===== src/rtl/epc_pkg.sv =====
`timescale 1ns / 1ps

package epc_pkg;

  localparam int unsigned NSTG = 9;

  localparam int unsigned SECS_W  = 31;
  localparam int unsigned TDATA_IN_W  = 32;
  localparam int unsigned TDATA_OUT_W = 40;

  localparam int unsigned DAYS_W  = 15;
  localparam int unsigned SOD_W   = 17;
  localparam int unsigned DOY_W   = 9;
  localparam int unsigned YEAR_W  = 11;
  localparam int unsigned MONTH_W = 4;
  localparam int unsigned DAY_W   = 5;
  localparam int unsigned HOUR_W  = 5;
  localparam int unsigned MIN_W   = 6;
  localparam int unsigned SEC_W   = 6;
  localparam int unsigned WDAY_W  = 3;

  // seconds / 86400 == (seconds >> 7) / 675
  localparam int unsigned LO_W    = 7;
  localparam int unsigned HI_W    = SECS_W - LO_W;
  localparam int unsigned DIV_HI  = 675;
  localparam int unsigned DIV_HI_W = 10;
  localparam int unsigned M1      = 25451658;
  localparam int unsigned M1_W    = 25;
  localparam int unsigned K1      = 34;
  localparam int unsigned PROD1_W = HI_W + M1_W;
  localparam int unsigned REM1_W  = 11;

  // days since 1969-01-01 / 1461
  localparam int unsigned CYC_DAYS = 1461;
  localparam int unsigned M2       = 45933;
  localparam int unsigned M2_W     = 16;
  localparam int unsigned K2       = 26;
  localparam int unsigned PROD2_W  = DAYS_W + M2_W;
  localparam int unsigned CYC_W    = 5;
  localparam int unsigned REM2_W   = 12;
  localparam int unsigned REMC_W   = 11;

  localparam int unsigned YEAR_DAYS  = 365;
  localparam int unsigned YEAR_BASE  = 1969;
  localparam int unsigned EPOCH_WDAY = 4;

  localparam int unsigned SECS_PER_HOUR = 3600;
  localparam int unsigned SECS_PER_MIN  = 60;
  localparam int unsigned HOURS         = 24;
  localparam int unsigned MINS          = 60;
  localparam int unsigned MONTHS        = 12;
  localparam int unsigned FEB_IDX       = 1;

  typedef logic [NSTG-1:0]  stage_en_t;
  typedef logic [DOY_W-1:0] doy_t;

  localparam doy_t MONTH_START [MONTHS] = '{
    9'd0, 9'd31, 9'd59, 9'd90, 9'd120, 9'd151,
    9'd181, 9'd212, 9'd243, 9'd273, 9'd304, 9'd334
  };

endpackage


===== src/rtl/epc_split.sv =====
`timescale 1ns / 1ps

module epc_split (
  input  logic                        clk,
  input  epc_pkg::stage_en_t          en,
  input  logic [epc_pkg::SECS_W-1:0]  secs,
  output logic [epc_pkg::DAYS_W-1:0]  days,
  output logic [epc_pkg::SOD_W-1:0]   sod
);

  localparam int unsigned HW  = epc_pkg::HI_W;
  localparam int unsigned LW  = epc_pkg::LO_W;
  localparam int unsigned PW  = epc_pkg::PROD1_W;
  localparam int unsigned DW  = epc_pkg::DAYS_W;
  localparam int unsigned MW  = epc_pkg::DAYS_W + epc_pkg::DIV_HI_W;
  localparam int unsigned RW  = epc_pkg::REM1_W;
  localparam int unsigned SW  = epc_pkg::SOD_W;
  localparam int unsigned K   = epc_pkg::K1;

  logic [HW-1:0] x0_r, x1_r;
  logic [LW-1:0] lo0_r, lo1_r;
  logic [PW-1:0] p0_r;
  logic [DW-1:0] q1_r;
  logic [MW-1:0] m1_r;
  logic [DW-1:0] q0_nxt;
  logic [MW-1:0] diff_nxt;
  logic [RW-1:0] r0_nxt;
  logic          fix_nxt;
  logic [DW-1:0] days_r;
  logic [SW-1:0] sod_r;
  logic [DW-1:0] days_nxt;
  logic [RW-1:0] rem_nxt;

  assign q0_nxt   = p0_r[K+DW-1:K];
  assign diff_nxt = MW'(x1_r) - m1_r;
  assign r0_nxt   = diff_nxt[RW-1:0];
  assign fix_nxt  = (r0_nxt >= RW'(epc_pkg::DIV_HI));
  assign days_nxt = fix_nxt ? q1_r + DW'(1) : q1_r;
  assign rem_nxt  = fix_nxt ? r0_nxt - RW'(epc_pkg::DIV_HI) : r0_nxt;

  always_ff @(posedge clk) begin
    if (en[0]) begin
      x0_r  <= secs[epc_pkg::SECS_W-1:LW];
      lo0_r <= secs[LW-1:0];
      p0_r  <= PW'(secs[epc_pkg::SECS_W-1:LW]) * PW'(epc_pkg::M1);
    end
    if (en[1]) begin
      x1_r  <= x0_r;
      lo1_r <= lo0_r;
      q1_r  <= q0_nxt;
      m1_r  <= MW'(q0_nxt) * MW'(epc_pkg::DIV_HI);
    end
    if (en[2]) begin
      days_r <= days_nxt;
      sod_r  <= {rem_nxt[SW-LW-1:0], lo1_r};
    end
  end

  assign days = days_r;
  assign sod  = sod_r;

endmodule


===== src/rtl/epc_date.sv =====
`timescale 1ns / 1ps

module epc_date (
  input  logic                         clk,
  input  epc_pkg::stage_en_t           en,
  input  logic [epc_pkg::DAYS_W-1:0]   days,
  output logic [epc_pkg::YEAR_W-1:0]   year,
  output logic [epc_pkg::MONTH_W-1:0]  month,
  output logic [epc_pkg::DAY_W-1:0]    day_of_month,
  output logic [epc_pkg::WDAY_W-1:0]   weekday
);

  localparam int unsigned DW  = epc_pkg::DAYS_W;
  localparam int unsigned PW  = epc_pkg::PROD2_W;
  localparam int unsigned CW  = epc_pkg::CYC_W;
  localparam int unsigned RW  = epc_pkg::REM2_W;
  localparam int unsigned CRW = epc_pkg::REMC_W;
  localparam int unsigned YW  = epc_pkg::YEAR_W;
  localparam int unsigned OW  = epc_pkg::DOY_W;
  localparam int unsigned MW  = epc_pkg::MONTH_W;
  localparam int unsigned WW  = epc_pkg::WDAY_W;
  localparam int unsigned NM  = epc_pkg::MONTHS;
  localparam int unsigned K   = epc_pkg::K2;
  localparam int unsigned YD  = epc_pkg::YEAR_DAYS;
  localparam int unsigned DAY_W_L = epc_pkg::DAY_W;

  // weekday: 8 is 1 modulo 7, so fold octal digits
  logic [DW-1:0] wn_nxt;
  logic [5:0]    ws_nxt;
  logic [3:0]    wt_nxt;
  logic [WW-1:0] wd_nxt;

  assign wn_nxt = days + DW'(epc_pkg::EPOCH_WDAY);
  assign ws_nxt = 6'(wn_nxt[2:0]) + 6'(wn_nxt[5:3]) + 6'(wn_nxt[8:6])
                + 6'(wn_nxt[11:9]) + 6'(wn_nxt[14:12]);
  assign wt_nxt = 4'(ws_nxt[5:3]) + 4'(ws_nxt[2:0]);
  assign wd_nxt = (wt_nxt >= 4'd7) ? WW'(wt_nxt - 4'd7) : WW'(wt_nxt);

  logic [DW-1:0] dd3_r, dd4_r;
  logic [PW-1:0] p3_r;
  logic [WW-1:0] wd3_r, wd4_r, wd5_r, wd6_r, wd7_r, wd8_r;
  logic [CW-1:0] c4_r, c5_r;
  logic [DW-1:0] m4_r;
  logic [CW-1:0] c_nxt;
  logic [DW-1:0] dd_nxt;
  logic [RW-1:0] r0_nxt;
  logic          cfix_nxt;
  logic [CRW-1:0] r5_r;
  logic [CRW-1:0] r_nxt;

  assign dd_nxt   = days + DW'(epc_pkg::YEAR_DAYS);
  assign c_nxt    = p3_r[K+CW-1:K];
  assign r0_nxt   = RW'(dd4_r - m4_r);
  assign cfix_nxt = (r0_nxt >= RW'(epc_pkg::CYC_DAYS));
  assign r_nxt    = cfix_nxt ? CRW'(r0_nxt - RW'(epc_pkg::CYC_DAYS)) : CRW'(r0_nxt);

  logic [1:0]    yi_nxt;
  logic [YW-1:0] year6_r, year7_r, year8_r;
  logic [OW-1:0] doy6_r, doy7_r;
  logic          leap6_r, leap7_r;
  logic [CRW-1:0] yoff_nxt;

  assign yi_nxt = 2'(r5_r >= CRW'(YD)) + 2'(r5_r >= CRW'(2 * YD))
                + 2'(r5_r >= CRW'(3 * YD));
  assign yoff_nxt = CRW'(yi_nxt) * CRW'(YD);

  logic [NM-2:0] mge_nxt;
  logic [MW-1:0] month_nxt;
  logic [MW-1:0] month7_r, month8_r;
  logic [OW-1:0] mstart_nxt;
  logic [OW-1:0] day_nxt;
  logic [DAY_W_L-1:0] day8_r;

  always_comb begin
    for (int m = 1; m < NM; m++) begin
      mge_nxt[m-1] = doy6_r >= (epc_pkg::MONTH_START[m]
                    + OW'(leap6_r && (m > epc_pkg::FEB_IDX)));
    end
  end

  assign month_nxt  = MW'($countones(mge_nxt)) + MW'(1);
  assign mstart_nxt = epc_pkg::MONTH_START[month7_r - MW'(1)]
                    + OW'(leap7_r && (month7_r > MW'(epc_pkg::FEB_IDX + 1)));
  assign day_nxt    = doy7_r - mstart_nxt + OW'(1);

  always_ff @(posedge clk) begin
    if (en[3]) begin
      dd3_r <= dd_nxt;
      p3_r  <= PW'(dd_nxt) * PW'(epc_pkg::M2);
      wd3_r <= wd_nxt;
    end
    if (en[4]) begin
      dd4_r <= dd3_r;
      c4_r  <= c_nxt;
      m4_r  <= DW'(c_nxt) * DW'(epc_pkg::CYC_DAYS);
      wd4_r <= wd3_r;
    end
    if (en[5]) begin
      c5_r  <= cfix_nxt ? c4_r + CW'(1) : c4_r;
      r5_r  <= r_nxt;
      wd5_r <= wd4_r;
    end
    if (en[6]) begin
      year6_r <= YW'(epc_pkg::YEAR_BASE) + (YW'(c5_r) << 2) + YW'(yi_nxt);
      doy6_r  <= OW'(r5_r - yoff_nxt);
      leap6_r <= (yi_nxt == 2'd3);
      wd6_r   <= wd5_r;
    end
    if (en[7]) begin
      year7_r  <= year6_r;
      doy7_r   <= doy6_r;
      leap7_r  <= leap6_r;
      month7_r <= month_nxt;
      wd7_r    <= wd6_r;
    end
    if (en[8]) begin
      year8_r  <= year7_r;
      month8_r <= month7_r;
      day8_r   <= day_nxt[DAY_W_L-1:0];
      wd8_r    <= wd7_r;
    end
  end

  assign year         = year8_r;
  assign month        = month8_r;
  assign day_of_month = day8_r;
  assign weekday      = wd8_r;

endmodule


===== src/rtl/epc_tod.sv =====
`timescale 1ns / 1ps

module epc_tod (
  input  logic                        clk,
  input  epc_pkg::stage_en_t          en,
  input  logic [epc_pkg::SOD_W-1:0]   sod,
  output logic [epc_pkg::HOUR_W-1:0]  hour,
  output logic [epc_pkg::MIN_W-1:0]   minute,
  output logic [epc_pkg::SEC_W-1:0]   second
);

  localparam int unsigned SW  = epc_pkg::SOD_W;
  localparam int unsigned HW  = epc_pkg::HOUR_W;
  localparam int unsigned MW  = epc_pkg::MIN_W;
  localparam int unsigned CW  = epc_pkg::SEC_W;
  localparam int unsigned RW  = 12;
  localparam int unsigned NH  = epc_pkg::HOURS;
  localparam int unsigned NM  = epc_pkg::MINS;

  logic [NH-2:0] hge_nxt;
  logic [NM-2:0] mge_nxt;
  logic [SW-1:0] sod3_r;
  logic [HW-1:0] hour3_r, hour4_r, hour5_r, hour6_r, hour7_r, hour8_r;
  logic [RW-1:0] rh4_r, rh5_r;
  logic [MW-1:0] min5_r, min6_r, min7_r, min8_r;
  logic [CW-1:0] sec6_r, sec7_r, sec8_r;
  logic [SW-1:0] hsub_nxt;
  logic [RW-1:0] msub_nxt;

  always_comb begin
    for (int h = 1; h < NH; h++) begin
      hge_nxt[h-1] = sod >= SW'(h * epc_pkg::SECS_PER_HOUR);
    end
    for (int m = 1; m < NM; m++) begin
      mge_nxt[m-1] = rh4_r >= RW'(m * epc_pkg::SECS_PER_MIN);
    end
  end

  assign hsub_nxt = SW'(hour3_r) * SW'(epc_pkg::SECS_PER_HOUR);
  assign msub_nxt = RW'(min5_r) * RW'(epc_pkg::SECS_PER_MIN);

  always_ff @(posedge clk) begin
    if (en[3]) begin
      sod3_r  <= sod;
      hour3_r <= HW'($countones(hge_nxt));
    end
    if (en[4]) begin
      rh4_r   <= RW'(sod3_r - hsub_nxt);
      hour4_r <= hour3_r;
    end
    if (en[5]) begin
      rh5_r   <= rh4_r;
      min5_r  <= MW'($countones(mge_nxt));
      hour5_r <= hour4_r;
    end
    if (en[6]) begin
      sec6_r  <= CW'(rh5_r - msub_nxt);
      min6_r  <= min5_r;
      hour6_r <= hour5_r;
    end
    if (en[7]) begin
      sec7_r  <= sec6_r;
      min7_r  <= min6_r;
      hour7_r <= hour6_r;
    end
    if (en[8]) begin
      sec8_r  <= sec7_r;
      min8_r  <= min7_r;
      hour8_r <= hour7_r;
    end
  end

  assign hour   = hour8_r;
  assign minute = min8_r;
  assign second = sec8_r;

endmodule


===== src/rtl/epoch_seconds_to_calendar.sv =====
`timescale 1ns / 1ps

// Converts a count of seconds since 1970-01-01 00:00:00 (0 to 2^31-1) into the
// Gregorian date, time of day and weekday (0 is Sunday). A nine-stage pipeline
// takes one beat per cycle while its output is not stalled; each stage moves on
// whenever the stage after it is empty or moving, so a stalled output holds its
// beat while bubbles further up still fill. Leap seconds are not counted.
module epoch_seconds_to_calendar (
  input  logic        clk,
  input  logic        rst_n,
  input  logic        in_tvalid,
  output logic        in_tready,
  input  logic [31:0] in_tdata,   // [30:0] epoch_seconds, [31] zero fill
  output logic        out_tvalid,
  input  logic        out_tready,
  output logic [39:0] out_tdata   // [10:0] year, [14:11] month, [19:15] day_of_month,
                                  // [24:20] hour, [30:25] minute, [36:31] second,
                                  // [39:37] weekday
);

  localparam int unsigned NS = epc_pkg::NSTG;

  logic [NS-1:0]      vld_r;
  epc_pkg::stage_en_t en;

  logic [epc_pkg::DAYS_W-1:0]  days;
  logic [epc_pkg::SOD_W-1:0]   sod;
  logic [epc_pkg::YEAR_W-1:0]  year;
  logic [epc_pkg::MONTH_W-1:0] month;
  logic [epc_pkg::DAY_W-1:0]   day_of_month;
  logic [epc_pkg::WDAY_W-1:0]  weekday;
  logic [epc_pkg::HOUR_W-1:0]  hour;
  logic [epc_pkg::MIN_W-1:0]   minute;
  logic [epc_pkg::SEC_W-1:0]   second;

  always_comb begin
    en[NS-1] = !vld_r[NS-1] || out_tready;
    for (int k = NS - 2; k >= 0; k--) begin
      en[k] = !vld_r[k] || en[k+1];
    end
  end

  always_ff @(posedge clk) begin
    if (!rst_n) begin
      vld_r <= '0;
    end else begin
      if (en[0]) begin
        vld_r[0] <= in_tvalid;
      end
      for (int k = 1; k < NS; k++) begin
        if (en[k]) begin
          vld_r[k] <= vld_r[k-1];
        end
      end
    end
  end

  epc_split u_split (
    .clk  (clk),
    .en   (en),
    .secs (in_tdata[epc_pkg::SECS_W-1:0]),
    .days (days),
    .sod  (sod)
  );

  epc_date u_date (
    .clk          (clk),
    .en           (en),
    .days         (days),
    .year         (year),
    .month        (month),
    .day_of_month (day_of_month),
    .weekday      (weekday)
  );

  epc_tod u_tod (
    .clk    (clk),
    .en     (en),
    .sod    (sod),
    .hour   (hour),
    .minute (minute),
    .second (second)
  );

  assign in_tready  = en[0];
  assign out_tvalid = vld_r[NS-1];
  assign out_tdata  = {weekday, second, minute, hour, day_of_month, month, year};

endmodule


===== config.mk =====
export PLATFORM = sky130hd
export DESIGN_NAME = epoch_seconds_to_calendar
export DESIGN_NICKNAME = d
export VERILOG_FILES = /design/src/rtl/epc_pkg.sv /design/src/rtl/epc_split.sv /design/src/rtl/epc_date.sv /design/src/rtl/epc_tod.sv /design/src/rtl/epoch_seconds_to_calendar.sv
export SDC_FILE = /design/constraint.sdc
export NUM_CORES = 1
export LEC_CHECK = 0
export BUFFER_PORTS_ARGS = -buffer_cell sky130_fd_sc_hd__buf_2
export CORE_UTILIZATION = 52
export CTS_BUF_LIST = sky130_fd_sc_hd__clkbuf_16
export DETAILED_ROUTE_END_ITERATION = 8
export PLACE_DENSITY = 0.68
export SYNTH_ARGS = -nofsm -noshare
export SYNTH_HDL_FRONTEND = slang
export SYNTH_SLANG_ARGS = --single-unit

===== constraint.sdc =====
create_clock -name clk -period 22.2 [get_ports clk]
set_clock_uncertainty 0.05 [all_clocks]
set_input_delay 6.66 -clock clk [delete_from_list [all_inputs] [get_ports clk]]
set_output_delay 6.66 -clock clk [all_outputs]
set_load 0.01 [all_outputs]

==> impl_metrics.csv, run 1 <==
group,metric,value,unit
final_layout,antenna_cells,0,
placed_design,gp_congestion,0.9038,
clock_network,cts_buffer_depth,3,
synth,synth_top_family_by_area,"adder cells",
run,drv_cap,0,
worst_setup_path,crit_path_end,"in_tready",
clock_network,cts_buffers,39,
clock_network,ctsRootBufferMaster,"clkbuf_16",
worst_setup_path,startpoint_type,"input port",
grt,antenna_found_initial,1,
synth,synth_flop_cell,"edfxtp_1",
routing,antenna_left,0,
worst_setup_path,crit_path_end_kind,"output pin",
floorplan,ioPinCount,78,
worst_setup_path,worstReg2RegEnd,"u_tod.min5_r[5]",
synth,yosysTopAreaCell,"edfxtp_1",
clock_network,ctsHoldBuffers,0,
synth,synth_top_area_share,30.51,%
sta,relSlewSlack,24.14,%
final_layout,synthToLayoutAreaGrowth,7.285,%
synth,synth_xor_area_share,4.881,%
grt,grt_first_pass_wirelength,112.6,mm
synth,synth.avg_cell_area,11.05,µm²
sta,fmaxAchievable,0.06504,GHz
synth,synth-simple-area-share,6.497,%
synth,synth.top_cells.by_area,"edfxtp_1 31%, ha_1 22%, fa_1 19%",
synth,seq_area_frac_synth,31.03,%
worst_setup_path,worstReg2RegStart,"u_tod.rh4_r[10]",
sta,timing.final.crit_share,69.26,%
worst_setup_path,slowest_stage,"nor2b_1",
synth,synthAdderAreaFrac,41.19,%
floorplan,rows,93,
grt,grt_pass1_vias,23000,
synth,synthArstFlopShare,0,%
synth,synth_fp_nets,4090,
synth,synth_edf_count,350,
clock_network,clock_latency,560,ps
synth,synth_compound_area_share,8.092,%
grt,grt_max_degree,48,
worst_setup_path,worst-setup-path-type,"input port to output pin",
synth,synth_mux_area_share,0.3123,%
floorplan,die-area,67280,µm²
placed_design,io_buffers,76,
sta,tns,0,ps
worst_setup_path,crit_start,"out_tready",
worst_setup_path,cp_cell_sequence,"buf_2 -> nor2b_1 -> and3_1 -> and2_1 -> and3_1 -> and2_1 -> nand3_2 -> buf_4 -> buf_2",
routing,via_per_inst,5.336,
outcome,status,"finished clean",
clock_network,cts_tree,"built",
clock_network,post_cts_buffers,0,
worst_setup_path,max_stage_delay,300,ps
sta,worstMarginPinSlew,1134,ps
floorplan,core_area,64930,µm²
clock_network,cts.repair.resized,0,
routing,wl_per_cell,16.46,µm
routing,drt_first_iter_violations,1161,
sta,hold_viol,0,
synth,synth_warnings,0,
synth,synth.most_common_cell,"inv_1",
final_layout,layout-drive-gt1-share,5.312,%
hold_path,hold_path.class,"register to register",
grt,grt_usage,20.70,%
routing,drt_pre_antenna_iters,6,
worst_setup_path,worstRegToRegCells,21,
clock_network,clkTransAtPathRegs,60,ps
routing,via_count,21740,
floorplan,die_x,259.4,µm
clock_network,h-tree-depth,2,
routing,drc,0,
synth,yosys-top-cells-count,"673 x inv_1, 606 x ha_1, 350 x edfxtp_1",
sta,setup_viol,0,
synth,syn-cell-area,34450,µm²
synth,synth-seq-cells,359,
routing,detail_route.wirelength,67.04,mm
floorplan,start_util,53.06,%
sta,slew_violations,0,
synth,synthCells,3118,
clock_network,clock-sinks,359,
worst_setup_path,worst-path-max-fanout,35,
worst_setup_path,required,15490,ps
sta,rsz0062_at_grt,"false",
sta,period_needed,15380,ps
floorplan,dieHeight,259.4,µm
grt,overflow,0,
worst_setup_path,arrival,8670,ps
worst_setup_path,reg2reg_slack,14780,ps
final_layout,nets,4163,
placed_design,hpwl,54.12,mm
synth,ys_types,74,
cells by family after synthesis:
| kind of cell | after synthesis |
|---|---|
| AND/OR/NAND/NOR | 457 |
| AO/OA/AOI/OAI | 435 |
| adder cells (fa/ha/maj) | 936 |
| buffers and inverters | 729 |
| flip-flops | 359 |
| multiplexers | 10 |
| XOR/XNOR | 192 |
how the worst min path moves through the flow:
stage	cells past startpoint	startpoint	endpoint
after global placement	0	u_split.x0_r[0]	u_split.x1_r[0]
after global routing	0	u_date.wd3_r[1]	u_date.wd4_r[1]
after detailed placement	0	u_date.p3_r[1]	u_date.dd4_r[1]
final	0	u_split.lo1_r[4]	u_split.sod[4]
after floorplan	0	u_date.p3_r[0]	u_date.dd4_r[0]
after CTS	0	u_date.wd3_r[2]	u_date.wd4_r[2]
critical path: cells and delay by family:
family	cells	cell delay, ps
simple gates	6	1350
buf+inv	3	620
layout make-up:
type	instances	area (µm²)
fillers	5428	27970
multi-input cells	2030	21020
flip-flops and latches	359	10690
inverters	674	2530
well taps	855	1070
clock buffers	39	975.9
repair buffers	87	462.9
clock inverters	30	215.2
state kept, by name, indices dropped and copies added (netlist names), 12 cells and up:
signal / cells
u_date.m4_r: 12
u_tod.rh4_r: 12
u_split.days: 15
u_split.q1_r: 14
u_tod.sod3_r: 12
u_date.dd4_r: 12
u_split.p0_r: 15
u_split.sod: 17
metal layers:
| metal | vias up | track usage, % | routed length, µm |
|---|---|---|---|
| met5 | - | 0 | 13 |
| met4 | 2 | 5.082 | 1182 |
| met3 | 90 | 2.265 | 2619 |
| met2 | 405 | 36.31 | 33510 |
| met1 | 10670 | 27.30 | 29710 |
| li1 | 10570 | - | - |
per-stage QoR:
stage | cells | cell area, µm² | utilization (%) | setup slack [ps] | hold slack [ps]
floorplan | 3118 | 34450 | - | 6970 | 350.3
global placement | 4005 | 35770 | 55.09 | 6924 | 351.4
detailed placement | 4005 | 35770 | 55.09 | 6835 | 354.5
CTS | 4074 | 36960 | 56.92 | 6791 | 356.6
global route | 4074 | 36960 | 56.92 | 6515 | 356.0
finish | 4074 | 36960 | 56.92 | 6825 | 350.1
cell usage in the layout (no fill, tap or decap), types with 5 or more instances in the layout:
cell type and instances:
a211oi_1 9, a21boi_0 5, a21o_1 63, a21oi_1 125, a221oi_1 8, a31oi_1 14
and2_1 14, and3_1 15, buf_2 76, buf_4 11, clkbuf_16 39, clkinv_1 10
dfxtp_1 9, edfxtp_1 350, fa_1 330, ha_1 606, inv_1 681, mux2_2 6
nand2_1 112, nand2b_1 18, nand3_1 36, nand4_1 17, nor2_1 121, nor2b_1 34
nor3_1 34, nor3b_1 9, nor4_1 7, o211ai_1 11, o21a_1 17, o21ai_0 96
o21bai_1 19, o31a_1 8, o31ai_1 16, or2_2 9, or3_1 13, xnor2_1 127
xor2_1 65
Power of run 1 is left out: the tool's default activity adds up to more than one toggle a clock period on the data nets, which glitch-free logic cannot reach.
==> run 2, diff against run 1 <==
==> constraint.sdc (replaced) <==
create_clock -name clk -period 16 [get_ports clk]
set_clock_uncertainty 0.05 [all_clocks]
set_input_delay 4.8 -clock clk [delete_from_list [all_inputs] [get_ports clk]]
set_output_delay 4.8 -clock clk [all_outputs]
set_load 0.01 [all_outputs]
==> run 2 against run 1 <==
Compared with the run above:
- clock-buffer cell count increased by 2
- sequential cell count unchanged
- sequential share of layout area is 0.14 points lower
- non-clock buffer count is the same
- worst setup slack got worse by 2300 ps
- critical path depth down 1
- core utilization is 0.29 points higher
- die area is the same
- routed wire length decreased by 0.81%
- via count rose by 0.12%
- first-iteration DRC count decreased by 10%
- critical endpoint unchanged
==> impl_metrics.csv, run 2 (synthesis gave the netlist of run 1 again) <==
group,metric,value,unit
sta,relSlewSlack,26.40,%
routing,drc,0,
grt,grt_first_pass_wirelength,112.0,mm
sta,timing.final.crit_share,71.64,%
clock_network,post_cts_buffers,0,
grt,overflow,0,
routing,via_per_inst,5.337,
routing,via_count,21770,
final_layout,utilization,57.21,%
sta,fmaxAchievable,0.08724,GHz
worst_setup_path,startpoint_type,"input port",
clock_network,cts_buffer_depth,3,
grt,grt_pass1_vias,22940,
clock_network,h-tree-depth,2,
clock_network,cts.repair.resized,0,
sta,setup_viol,0,
hold_path,hold_path.class,"register to register",
worst_setup_path,worst-setup-path-type,"input port to output pin",
final_layout,layout-drive-gt1-share,5.740,%
routing,detail_route.wirelength,66.50,mm
worst_setup_path,required,11150,ps
final_layout,antenna_cells,0,
clock_network,cts_tree,"built",
final_layout,n_fill_cell,5432,
clock_network,clkTransAtPathRegs,60,ps
placed_design,hpwl,53.90,mm
clock_network,ctsHoldBuffers,0,
clock_network,clock-sinks,359,
worst_setup_path,crit_path_end_kind,"output pin",
sta,worstMarginPinSlew,1100,ps
routing,drt_pre_antenna_iters,5,
sta,slew_violations,0,
clock_network,clock_latency,560,ps
final_layout,layout_common_cells,"676 x inv_1, 606 x ha_1, 350 x edfxtp_1, 330 x fa_1, 127 x xnor2_1",
sta,rsz0062_at_grt,"false",
routing,antenna_left,0,
placed_design,dpl-instance-area,35770,µm²
sta,period_needed,11460,ps
final_layout,synthToLayoutAreaGrowth,7.823,%
grt,grt_usage,20.55,%
floorplan,ioPinCount,78,
final_layout,final_common_cell,"inv_1",
routing,wl_per_cell,16.31,µm
placed_design,place_ws,4520,ps
outcome,status,"finished clean",
floorplan,die_x,259.4,µm
floorplan,core_area,64930,µm²
worst_setup_path,worst-path-max-fanout,5,
grt,antenna_found_initial,0,
clock_network,cts_buffers,40,
floorplan,dieHeight,259.4,µm
run,drv_cap,0,
grt,grt_max_degree,48,
final_layout,largest_reg_flops,17,
sta,tns,0,ps
sta,hold_viol,0,
floorplan,start_util,53.06,%
floorplan,rows,93,
routing,drt_first_iter_violations,1041,
final_layout,nets,4164,
placed_design,gp_congestion,0.9110,
sta,setup_slack,4537,ps
placed_design,io_buffers,76,
floorplan,die-area,67280,µm²
worst_setup_path,arrival,6610,ps
final_layout,stdcell_area,37150,µm²
clock_network,ctsRootBufferMaster,"clkbuf_16",
## run 2: path summary, 6_finish.rpt
check	slack (ps)	to	cells after the start	from
worst max register to register	8520	u_tod.min5_r[5]	22	u_tod.rh4_r[6]
worst min register to register	360	u_date.wd5_r[0]	0	u_date.wd4_r[0]
worst min-delay path	360	u_date.wd5_r[0]	0	u_date.wd4_r[0]
worst max-delay path	4540	in_tready	8	out_tready
## run 2: critical path, cell delays in order
cell     delay [ps]
buf_2           100
nor2b_1         320
and3_1          270
and2_1          240
and3_1          220
and2_1          240
nand3_2         190
buf_2           230
## run 2: layout make-up
cell class / instances / area [µm²] / area share (%)
Multi-Input combinational cell: 2030 / 21020 / 56.58
Timing Repair Buffer: 87 / 462.9 / 1.246
Inverter: 674 / 2530 / 6.811
Clock buffer: 41 / 1026 / 2.762
Clock inverter: 32 / 350.3 / 0.9431
Tap cell: 855 / 1070 / 2.880
Sequential cell: 359 / 10690 / 28.78
## run 2: layer usage
metal / routed length, µm / GRT usage [%] / vias up
met4: 1164 / 4.902 / 0
met3: 2417 / 1.963 / 73
met5: 0 / 0 / -
li1: - / - / 10580
met1: 29710 / 26.97 / 10730
met2: 33210 / 36.51 / 385
## run 2: through the flow
step	instances	hold slack, ps
final	4078	363.2
after global routing	4078	365.8
after CTS	4078	359.2
after detailed placement	4005	354.5
after global placement	4005	350.8
after floorplan	3118	350.3
Power of run 2 is left out for the same reason.
